<file path="src/design/sst_pkg.sv">
package sst_pkg;

    localparam int CAPACITY_DEF = 16;

    localparam int KEY_W    = 32;
    localparam int TYPE_W   = 2;
    localparam int STATUS_W = 2;
    localparam int ENTRY_W  = 5;

    typedef logic [TYPE_W-1:0] req_type_t;

    localparam req_type_t REQ_INSERT = 2'd0;
    localparam req_type_t REQ_DELETE = 2'd1;
    localparam req_type_t REQ_SEARCH = 2'd2;

    typedef enum logic [STATUS_W-1:0] {
        ST_DONE      = 2'd0,
        ST_DUPLICATE = 2'd1,
        ST_NOT_FOUND = 2'd2,
        ST_FULL      = 2'd3
    } status_t;

    typedef enum logic [1:0] {
        S_IDLE,
        S_SCAN,
        S_WAIT
    } ctrl_state_t;

    // scan phase: looking for the slot, shifting up, shifting down, no more writes
    typedef enum logic [1:0] {
        PH_SEEK,
        PH_INS,
        PH_DEL,
        PH_HOLD
    } scan_phase_t;

    typedef struct packed {
        logic load;
        logic scan;
        logic finish;
    } ctl_cmd_t;

    typedef struct packed {
        logic scan_done;
        logic out_free;
    } dp_stat_t;

endpackage

</file>
<file path="src/design/sst_if.sv">
interface sst_req_if;
    import sst_pkg::*;

    logic                    valid;
    logic                    ready;
    logic [TYPE_W-1:0]       req_type;
    logic signed [KEY_W-1:0] key_value;

    modport source (output valid, req_type, key_value, input ready);
    modport sink   (input valid, req_type, key_value, output ready);
endinterface

interface sst_rsp_if;
    import sst_pkg::*;

    logic                valid;
    logic                ready;
    logic [STATUS_W-1:0] status;
    logic                found;
    logic [ENTRY_W-1:0]  entry_count;

    modport source (output valid, status, found, entry_count, input ready);
    modport sink   (input valid, status, found, entry_count, output ready);
endinterface

</file>
<file path="src/design/sorted_set_table_unit.sv">
// channel | dir | beat contents
// req     | in  | req_type, key_value
// rsp     | out | status, found, entry_count
//
// A request runs in steps: a load step, then one stored entry per cycle through the single
// read port of the entry memory with shifting in flight, then a drain of the read, then a
// finish step.
// A new request is taken while the previous response beat still waits in the output register.
// A stalled rsp holds the finished request; the scan itself never stalls.
// Reset clears the count and the control state; no clearing pass over the entry memory.
module sorted_set_table_unit #(
    parameter int CAPACITY = sst_pkg::CAPACITY_DEF
) (
    input logic      clk,
    input logic      rst_n,
    sst_req_if.sink  req,
    sst_rsp_if.source rsp
);
    import sst_pkg::*;

    ctl_cmd_t cmd;
    dp_stat_t stat;

    sst_ctrl u_ctrl (
        .clk       (clk),
        .rst_n     (rst_n),
        .req_valid (req.valid),
        .req_ready (req.ready),
        .stat      (stat),
        .cmd       (cmd)
    );

    sst_dp #(
        .CAPACITY (CAPACITY)
    ) u_dp (
        .clk         (clk),
        .rst_n       (rst_n),
        .cmd         (cmd),
        .stat        (stat),
        .req_type    (req.req_type),
        .key_value   (req.key_value),
        .rsp_valid   (rsp.valid),
        .rsp_ready   (rsp.ready),
        .status      (rsp.status),
        .found       (rsp.found),
        .entry_count (rsp.entry_count)
    );

endmodule

</file>
<file path="src/design/sst_ctrl.sv">
module sst_ctrl (
    input  logic              clk,
    input  logic              rst_n,
    input  logic              req_valid,
    output logic              req_ready,
    input  sst_pkg::dp_stat_t stat,
    output sst_pkg::ctl_cmd_t cmd
);
    import sst_pkg::*;

    ctrl_state_t state_reg;
    ctrl_state_t state_next;

    always_ff @(posedge clk or negedge rst_n)
    begin
        if (!rst_n)
        begin
            state_reg <= S_IDLE;
        end
        else
        begin
            state_reg <= state_next;
        end
    end

    always_comb
    begin
        state_next = state_reg;
        unique case (state_reg)
            S_IDLE:
            begin
                if (req_valid)
                begin
                    state_next = S_SCAN;
                end
            end
            S_SCAN:
            begin
                if (stat.scan_done)
                begin
                    state_next = stat.out_free ? S_IDLE : S_WAIT;
                end
            end
            S_WAIT:
            begin
                if (stat.out_free)
                begin
                    state_next = S_IDLE;
                end
            end
            default:
            begin
                state_next = S_IDLE;
            end
        endcase
    end

    always_comb
    begin
        req_ready  = 1'b0;
        cmd        = '0;
        unique case (state_reg)
            S_IDLE:
            begin
                req_ready = 1'b1;
                cmd.load  = req_valid;
            end
            S_SCAN:
            begin
                cmd.scan   = 1'b1;
                cmd.finish = stat.scan_done && stat.out_free;
            end
            S_WAIT:
            begin
                cmd.finish = stat.out_free;
            end
            default:
            begin
                req_ready = 1'b0;
            end
        endcase
    end

endmodule

</file>
<file path="src/design/sst_dp.sv">
module sst_dp #(
    parameter int CAPACITY = sst_pkg::CAPACITY_DEF
) (
    input  logic                            clk,
    input  logic                            rst_n,
    input  sst_pkg::ctl_cmd_t               cmd,
    output sst_pkg::dp_stat_t               stat,
    input  logic [sst_pkg::TYPE_W-1:0]      req_type,
    input  logic signed [sst_pkg::KEY_W-1:0] key_value,
    output logic                            rsp_valid,
    input  logic                            rsp_ready,
    output logic [sst_pkg::STATUS_W-1:0]    status,
    output logic                            found,
    output logic [sst_pkg::ENTRY_W-1:0]     entry_count
);
    import sst_pkg::*;

    localparam int CNT_W = $clog2(CAPACITY + 1);
    localparam int IDX_W = $clog2(CAPACITY);
    localparam logic [CNT_W-1:0] CAP_CNT = CNT_W'(CAPACITY);

    logic signed [KEY_W-1:0] mem [CAPACITY];

    logic signed [KEY_W-1:0] key_reg;
    req_type_t               op_reg;
    logic signed [KEY_W-1:0] rd_data_reg;
    logic [IDX_W-1:0]        cmp_idx_reg;
    logic signed [KEY_W-1:0] carry_reg;
    logic signed [KEY_W-1:0] carry_next;
    logic [CNT_W-1:0]        count_reg;
    logic [CNT_W-1:0]        count_next;
    logic [CNT_W-1:0]        rd_idx_reg;
    logic [CNT_W-1:0]        rd_idx_next;
    logic                    vld_reg;
    logic                    vld_next;
    logic                    hit_reg;
    logic                    hit_next;
    scan_phase_t             phase_reg;
    scan_phase_t             phase_next;
    logic                    rsp_valid_reg;
    logic                    rsp_valid_next;
    status_t                 status_reg;
    status_t                 status_next;
    logic                    found_reg;

    logic                    full;
    logic                    is_ins;
    logic                    is_del;
    logic                    rd_en;
    logic                    wr_en;
    logic [IDX_W-1:0]        wr_addr;
    logic signed [KEY_W-1:0] wr_data;

    assign full   = (count_reg == CAP_CNT);
    assign is_ins = (op_reg == REQ_INSERT);
    assign is_del = (op_reg == REQ_DELETE);
    assign rd_en  = cmd.scan && (rd_idx_reg != count_reg);

    assign stat.scan_done = (rd_idx_reg == count_reg) && !vld_reg;
    assign stat.out_free  = !rsp_valid_reg || rsp_ready;

    // one stored entry per cycle comes back from the read port
    always_comb
    begin
        wr_en      = 1'b0;
        wr_addr    = cmp_idx_reg;
        wr_data    = carry_reg;
        phase_next = phase_reg;
        carry_next = carry_reg;
        hit_next   = hit_reg;
        if (cmd.load)
        begin
            phase_next = PH_SEEK;
            hit_next   = 1'b0;
        end
        else if (cmd.scan && vld_reg)
        begin
            case (phase_reg)
                PH_SEEK:
                begin
                    if (rd_data_reg >= key_reg)
                    begin
                        if (rd_data_reg == key_reg)
                        begin
                            hit_next   = 1'b1;
                            phase_next = is_del ? PH_DEL : PH_HOLD;
                        end
                        else if (is_ins && !full)
                        begin
                            wr_en      = 1'b1;
                            wr_data    = key_reg;
                            carry_next = rd_data_reg;
                            phase_next = PH_INS;
                        end
                        else
                        begin
                            phase_next = PH_HOLD;
                        end
                    end
                end
                PH_INS:
                begin
                    wr_en      = 1'b1;
                    carry_next = rd_data_reg;
                end
                PH_DEL:
                begin
                    wr_en   = 1'b1;
                    wr_addr = cmp_idx_reg - IDX_W'(1);
                    wr_data = rd_data_reg;
                end
                default:
                begin
                    wr_en = 1'b0;
                end
            endcase
        end
        else if (cmd.finish && is_ins && !hit_reg && !full)
        begin
            // append at the tail: new key if it is the largest, else the last carried entry
            wr_addr = count_reg[IDX_W-1:0];
            if (phase_reg == PH_SEEK)
            begin
                wr_en   = 1'b1;
                wr_data = key_reg;
            end
            else if (phase_reg == PH_INS)
            begin
                wr_en = 1'b1;
            end
        end
    end

    always_comb
    begin
        rd_idx_next = rd_idx_reg;
        if (cmd.load)
        begin
            rd_idx_next = '0;
        end
        else if (rd_en)
        begin
            rd_idx_next = rd_idx_reg + CNT_W'(1);
        end
        vld_next = rd_en;
    end

    always_comb
    begin
        count_next  = count_reg;
        status_next = ST_DONE;
        case (op_reg)
            REQ_INSERT:
            begin
                if (hit_reg)
                begin
                    status_next = ST_DUPLICATE;
                end
                else if (full)
                begin
                    status_next = ST_FULL;
                end
                else
                begin
                    count_next = count_reg + CNT_W'(1);
                end
            end
            REQ_DELETE:
            begin
                if (hit_reg)
                begin
                    count_next = count_reg - CNT_W'(1);
                end
                else
                begin
                    status_next = ST_NOT_FOUND;
                end
            end
            default:
            begin
                status_next = ST_DONE;
            end
        endcase
        if (!cmd.finish)
        begin
            count_next = count_reg;
        end
    end

    always_comb
    begin
        rsp_valid_next = rsp_valid_reg;
        if (cmd.finish)
        begin
            rsp_valid_next = 1'b1;
        end
        else if (rsp_ready)
        begin
            rsp_valid_next = 1'b0;
        end
    end

    always_ff @(posedge clk or negedge rst_n)
    begin
        if (!rst_n)
        begin
            count_reg     <= '0;
            rd_idx_reg    <= '0;
            vld_reg       <= 1'b0;
            hit_reg       <= 1'b0;
            phase_reg     <= PH_SEEK;
            rsp_valid_reg <= 1'b0;
        end
        else
        begin
            count_reg     <= count_next;
            rd_idx_reg    <= rd_idx_next;
            vld_reg       <= vld_next;
            hit_reg       <= hit_next;
            phase_reg     <= phase_next;
            rsp_valid_reg <= rsp_valid_next;
        end
    end

    always_ff @(posedge clk)
    begin
        if (wr_en)
        begin
            mem[wr_addr] <= wr_data;
        end
        if (rd_en)
        begin
            rd_data_reg <= mem[rd_idx_reg[IDX_W-1:0]];
            cmp_idx_reg <= rd_idx_reg[IDX_W-1:0];
        end
    end

    always_ff @(posedge clk)
    begin
        carry_reg <= carry_next;
        if (cmd.load)
        begin
            key_reg <= key_value;
            op_reg  <= req_type;
        end
        if (cmd.finish)
        begin
            status_reg <= status_next;
            found_reg  <= hit_reg;
        end
    end

    assign rsp_valid   = rsp_valid_reg;
    assign status      = status_reg;
    assign found       = found_reg;
    assign entry_count = ENTRY_W'(count_reg);

`ifndef NO_ASSERTIONS
    a_count_cap: assert property (@(posedge clk) disable iff (!rst_n)
        count_reg <= CAP_CNT)
        else $error("entry count above capacity");

    a_rd_idx: assert property (@(posedge clk) disable iff (!rst_n)
        cmd.scan |-> rd_idx_reg <= count_reg)
        else $error("scan index past entry count");

    a_finish_rsp: assert property (@(posedge clk) disable iff (!rst_n)
        cmd.finish |=> rsp_valid_reg)
        else $error("finished request without response beat");

    a_ins_grow: assert property (@(posedge clk) disable iff (!rst_n)
        cmd.finish && is_ins && !hit_reg && !full |=> count_reg == $past(count_reg) + CNT_W'(1))
        else $error("insert did not grow table");

    a_del_hit: assert property (@(posedge clk) disable iff (!rst_n)
        phase_reg == PH_DEL |-> hit_reg && is_del)
        else $error("delete shift without matching entry");
`endif

endmodule
</file>
<file path="src/flat_wrapper.sv">
// flat-port wrapper written by rule: the top's interface ports become plain ports
module sorted_set_table_unit_flat import sst_pkg::*;
#(
    parameter int CAPACITY = sst_pkg::CAPACITY_DEF
)
  (clk, rst_n, req_valid, req_req_type, req_key_value, req_ready, rsp_valid, rsp_status, rsp_found, rsp_entry_count, rsp_ready);
  sst_req_if req_i ();
  sst_rsp_if rsp_i ();
  input logic clk;
  input logic rst_n;
  input wire logic [$bits(req_i.valid)-1:0] req_valid;
  input wire logic [$bits(req_i.req_type)-1:0] req_req_type;
  input wire logic [$bits(req_i.key_value)-1:0] req_key_value;
  output wire logic [$bits(req_i.ready)-1:0] req_ready;
  output wire logic [$bits(rsp_i.valid)-1:0] rsp_valid;
  output wire logic [$bits(rsp_i.status)-1:0] rsp_status;
  output wire logic [$bits(rsp_i.found)-1:0] rsp_found;
  output wire logic [$bits(rsp_i.entry_count)-1:0] rsp_entry_count;
  input wire logic [$bits(rsp_i.ready)-1:0] rsp_ready;
  assign req_i.valid = req_valid;
  assign req_i.req_type = req_req_type;
  assign req_i.key_value = req_key_value;
  assign req_ready = req_i.ready;
  assign rsp_valid = rsp_i.valid;
  assign rsp_status = rsp_i.status;
  assign rsp_found = rsp_i.found;
  assign rsp_entry_count = rsp_i.entry_count;
  assign rsp_i.ready = rsp_ready;
  sorted_set_table_unit #(.CAPACITY(CAPACITY)) u_core (.clk(clk), .rst_n(rst_n), .req(req_i), .rsp(rsp_i));
endmodule
</file>
<file path="config.mk">
export PLATFORM = sky130hd
export DESIGN_NAME = sorted_set_table_unit_flat
export DESIGN_NICKNAME = d
export VERILOG_FILES = /design/src/design/sst_pkg.sv /design/src/design/sst_if.sv /design/src/design/sorted_set_table_unit.sv /design/src/design/sst_ctrl.sv /design/src/design/sst_dp.sv /design/src/flat_wrapper.sv
export SDC_FILE = /design/constraint.sdc
export NUM_CORES = 1
export LEC_CHECK = 0
export BUFFER_PORTS_ARGS = -buffer_cell sky130_fd_sc_hd__buf_2
export CORE_UTILIZATION = 35
export CTS_CLUSTER_SIZE = 40
export DETAILED_ROUTE_END_ITERATION = 10
export REMOVE_ABC_BUFFERS = 1
export SLEW_MARGIN = 0
export SYNTH_ARGS = -nofsm -noshare
export SYNTH_HDL_FRONTEND = slang
export SYNTH_SLANG_ARGS = --single-unit
</file>
<file path="constraint.sdc">
create_clock -name clk -period 6.02 [get_ports clk]
set_input_delay 0.301 -clock clk [delete_from_list [all_inputs] [get_ports clk]]
set_output_delay 0.301 -clock clk [all_outputs]
set_load 0.02 [all_outputs]
</file>
==> results of run 1 <==
cell usage after synthesis (all sizes together) (4+ instances only):
library cell / number
a21o: 5
a21oi: 23
a221o: 33
and2: 34
buf: 24
clkbuf: 29
dfrtp: 17
edfxtp: 617
ha: 44
inv: 49
mux4: 160
nand2: 26
nand2b: 6
nand3: 13
nand4: 7
nor2: 22
nor3: 14
nor4: 10
nor4b: 4
o21a: 4
o21ai: 13
or3: 4
xor2: 11
repair_timing:
action | in CTS | in global routing
hold buffers | 36 | 0
endpoints found under the hold margin | 53 | 0
setup endpoints to repair | 0 | 0
metal layers:
layer	vias to the layer above	GRT usage (%)	wire (um)
met1	6634	23.4	26700
met2	384	25.9	28500
met3	70	2.36	2920
li1	5259	-	-
met4	0	4.10	1050
met5	-	0	0
power groups by stage:
stage          registers (mW)  clock network (mW)  logic (mW)
2_1_floorplan            5.87                   0        1.86
3_3_place_gp             5.75                   0        2.66
3_5_place_dp             5.77                   0        2.70
4_1_cts                  5.68                3.76        2.72
5_1_grt                  5.72                3.91        2.91
6_report                 5.68                3.68        2.67
layout make-up:
cell class | instances | area (um^2)
fillers | 6239 | 42300
flip-flops and latches | 634 | 19000
multi-input cells | 464 | 6060
clock buffers | 75 | 1600
well taps | 950 | 1190
repair buffers | 119 | 878
clock inverters | 37 | 292
inverters | 49 | 184
cells by family (layout without fill, tap and decap cells):
| family | Yosys count | count (layout) | synth area share [%] |
|---|---|---|---|
| flops | 634 | 634 | 74.9 |
| mux | 161 | 161 | 14.3 |
| simple gates | 145 | 145 | 3.22 |
| buf+inv | 102 | 280 | 1.65 |
| compound gates | 99 | 99 | 3.22 |
| fa+ha+maj | 45 | 45 | 2.25 |
| xor+xnor | 14 | 14 | 0.485 |
worst max-delay path, stage by stage, from the launching register on:
cell       delay [ns]
edfxtp_1         0.42
ha_1             0.31
a21oi_1          0.36
o21ai_0          0.26
a2bb2oi_1        0.45
a31oi_2          0.21
o31ai_2          0.47
o211a_2          0.82
buf_4            0.38
a221o_1          0.55
path summary, 6_finish.rpt:
check                      slack [ns]                             startpoint                                    end
min in group clk                 0.16                              req_valid   u_core.u_dp.phase_reg[1]$_DFFE_PN0P_
hold / removal                   0.13                                  rst_n        u_core.u_dp.hit_reg$_DFFE_PN0P_
hold reg to reg                  0.47  u_core.u_dp.rd_data_reg[14]$_DFFE_PP_    u_core.u_dp.carry_reg[14]$_DFFE_PP_
setup / recovery                 1.49   u_core.u_dp.rd_data_reg[7]$_DFFE_PP_      u_core.u_dp.mem[13][24]$_DFFE_PP_
setup reg to reg                 1.49   u_core.u_dp.rd_data_reg[7]$_DFFE_PP_      u_core.u_dp.mem[13][24]$_DFFE_PP_
max in group asynchronous        5.56                                  rst_n  u_core.u_dp.rd_idx_reg[0]$_DFFE_PN0P_
stage by stage:
stage | cell area, um^2 | utilization, % | TNS (ns) | setup slack, ns
3_5_place_dp | 26900 | 37.6 | 0 | 1.64
3_3_place_gp | 26900 | 37.6 | 0 | 1.73
4_1_cts | 29200 | 40.8 | 0 | 1.61
2_1_floorplan | 25100 | - | -2707.95 | -4.33
5_1_grt | 29200 | 40.8 | 0 | 1.37
6_report | 29200 | 40.8 | 0 | 1.49
==> out/results.tsv, run 1 <==
metric	value	unit
async_flop_share	2.68	%
ant_nets	0	
p_int	8.57	mW
worst_pin_slew	1.02	ns
power.leakage	9.40	nW
ctsResizeCount	0	
yosys_register_bits	634	
power.total	12.0	mW
clk_latency	0.63	ns
root_buffer	clkbuf_16	
top_register	u_core.u_dp.mem	
rsz0062_at_grt	no	
place_inst	2180	
grt_pass1_vias	12755	
worstSetupPathType	register to register	
drc_errors	0	
finalSetupViolCount	0	
reg2regPathDepth	9	
final_cell_mix	617 x edfxtp_1, 160 x mux4_2, 62 x clkbuf_16, 47 x inv_1, 47 x buf_2	
cts_sinks	634	
groute.usage.overall	16.2	%
grt_overflow	0	
maxCapViolCount	0	
outcome	finished clean	
port_buffers	47	
cp.required	6.37	ns
fin_crit_sh	75.3	%
syn_area_per_cell	21.1	um^2
sw_frac_of_total	28.8	%
final_common_cell	edfxtp_1	
vias_per_cell	5.30	
areaGrowthSynthToFinish	15.2	%
nets	1412	
dieArea	0.0734	mm^2
die_h	271	um
floorplan.rows	98	
synth-seq-area-share	74.9	%
antenna_cells	0	
drt_first_iter_violations	1137	
gp_congestion	0.784	
ir_worst_vdd	283	uV
yosysUniqueCellTypes	60	
clockBufferDepth	3	
yosysTopAreaCellShare	73.2	%
cts_tree	built	
syn_inst	1200	
skew	0.0193	ns
drive_gt1_share	26.4	%
die_w	271	um
largest_reg_flops	512	
floorplan.initialDensity	35.4	%
slew_violations	0	
finalCriticalPeriod	4.53	ns
synth_area_leaders	edfxtp_1 73%, mux4_2 14%, ha_1 2.2%	
core-area	0.0715	mm^2
grt_pass1_wl	87200	um
dp_hpwl	32000	um
whs	0.132	ns
crit_path_end_kind	register	
relSlewSlack	32.0	%
powerDensity	413	mW/mm^2
cp_max_fo	21	
pwr-share-seq	47.2	%
post_cts_buffers	0	
ios	48	
vias	12347	
drt-total-wl	59200	um
hold_violations	0	
grt_antenna_before_repair	0	
hold_path_class	input pin to async pin	
fin_cells	2328	
path_clk_slew	0.06	ns
grt_max_degree	101	
yosysTopAreaCell	edfxtp_1	
cp-start-kind	register	
ys_warn_count	0	
synth-edff-count	617	
dr.pass1.iters	5	
numCtsBuffers	61	
synthFlopType	edfxtp_1	
h-tree-depth	2	
p_sw	3.46	mW
wl_per_cell	25.4	um
max_freq	221	MHz
p_clk_share	30.6	%
p_comb_share	22.2	%
syn-cell-area	0.0253	mm^2
critPathArrivalTime	4.88	ns
(Power assumes the default switching activity.)
==> run 2, diff against run 1 <==
- clock period: 6.02 -> 4.2 ns (I/O delays scaled with it)
==> out/results.tsv, run 2 (synthesis results as in run 1) <==
metric	value	unit
hold_path_class	input pin to async pin	
drt-total-wl	58800	um
wl_per_cell	25.0	um
gp_congestion	0.773	
antenna_cells	0	
worstSetupPathType	register to register	
die_h	271	um
power.leakage	9.61	nW
fin_area	0.0296	mm^2
placed_area	0.0271	mm^2
whs	0.0681	ns
relSlewSlack	25.8	%
cp.required	4.53	ns
crit_path_end_kind	register	
root_buffer	clkbuf_16	
ios	48	
top_register	u_core.u_dp.mem	
hold_violations	0	
largest_reg_flops	512	
maxCapViolCount	0	
vias_per_cell	5.32	
groute.usage.overall	16.2	%
ant_nets	0	
skew	0.0300	ns
vias	12496	
floorplan.rows	98	
drc_errors	0	
ir_worst_vdd	283	uV
die_w	271	um
grt_pass1_wl	86600	um
grt_pass1_vias	12815	
worst_pin_slew	1.11	ns
grt_antenna_before_repair	2	
grt_max_degree	98	
cp_max_fo	21	
clockBufferDepth	3	
numCtsBuffers	67	
cts_sinks	634	
clk_latency	0.62	ns
cp-start-kind	register	
final_common_cell	edfxtp_1	
finalSetupViolCount	0	
powerDensity	600	mW/mm^2
dieArea	0.0734	mm^2
reg2regPathDepth	9	
h-tree-depth	3	
critPathArrivalTime	4.37	ns
floorplan.initialDensity	35.4	%
core-area	0.0715	mm^2
dp_hpwl	32700	um
dr.pass1.iters	7	
finalCriticalPeriod	4.04	ns
finalWorstSetupSlack	0.157	ns
grt_overflow	0	
path_clk_slew	0.06	ns
post-place-ws	0.157	ns
port_buffers	47	
fin_crit_sh	96.3	%
outcome	finished clean	
max_freq	247	MHz
nets	1434	
drt_first_iter_violations	1209	
cts_tree	built	
final_cell_mix	617 x edfxtp_1, 160 x mux4_2, 68 x clkbuf_16, 47 x inv_1, 47 x buf_2	
areaGrowthSynthToFinish	16.9	%
rsz0062_at_grt	no	
drive_gt1_share	28.3	%
slew_violations	0	
-- run 2: metal layers --
metal | vias to the layer above | global-route usage, % | share of wire [%]
li1 | 5293 | - | -
met1 | 6688 | 23.2 | 44
met2 | 421 | 25.7 | 48
met3 | 94 | 2.72 | 5.8
met4 | 0 | 4.28 | 2.0
met5 | - | 0 | 0
-- run 2: final cells by class --
class / instances / area (um^2)
inverters: 49 / 184
well taps: 950 / 1190
clock inverters: 38 / 388
flip-flops and latches: 634 / 19000
clock buffers: 78 / 1740
multi-input cells: 464 / 6060
fillers: 6199 / 41900
repair buffers: 135 / 1060
-- run 2: metrics by stage --
step | utilization [%] | power (mW) | TNS [ns] | instances
global route | 41.4 | 18.5 | 0 | 2348
finish | 41.4 | 17.7 | 0 | 2348
global placement | 37.9 | 12.1 | 0 | 2196
detailed placement | 37.9 | 12.2 | 0 | 2196
floorplan | - | 11.1 | -4727.96 | 1147
CTS | 41.4 | 17.9 | 0 | 2348
-- run 2: worst paths after layout --
check,from,endpoint,slack [ns]
worst max-delay path,u_core.u_dp.rd_data_reg[7]$_DFFE_PP_,u_core.u_dp.mem[4][9]$_DFFE_PP_,0.16
worst min-delay path,rst_n,u_core.u_dp.entry_count[4]$_DFFE_PN0P_,0.07
worst max register to register,u_core.u_dp.rd_data_reg[7]$_DFFE_PP_,u_core.u_dp.mem[4][9]$_DFFE_PP_,0.16
worst min register to register,u_core.u_dp.rd_data_reg[8]$_DFFE_PP_,u_core.u_dp.carry_reg[8]$_DFFE_PP_,0.48
max in group asynchronous,rst_n,u_core.u_dp.rd_idx_reg[0]$_DFFE_PN0P_,3.80
min in group clk,req_valid,u_core.u_dp.phase_reg[1]$_DFFE_PN0P_,0.10
-- run 2: report_power, final --
group          leakage (nW)  switching [mW]  total (mW)  internal [mW]
sequential             5.80           0.296        8.02           7.72
combinational          2.77            2.31        4.01           1.70
clock                  1.03            2.43        5.73           3.30
total                  9.61            5.03        17.7           12.7
-- run 2: timing repair --
action / CTS / global route
hold buffers: 36 / 0
setup endpoints to repair: 0 / 88
hold endpoints to repair: 53 / 0
gates resized for setup: 0 / 4
buffers inserted: 0 / 0
-- run 2: critical path: stages (launching register included) --
cell and delay [ns]:
edfxtp_1 0.42, ha_1 0.31, a21oi_1 0.28, o21ai_0 0.16, a2bb2oi_1 0.54, a31oi_2 0.23
o31ai_2 0.52, o211a_2 0.53, buf_12 0.24, a221o_1 0.51
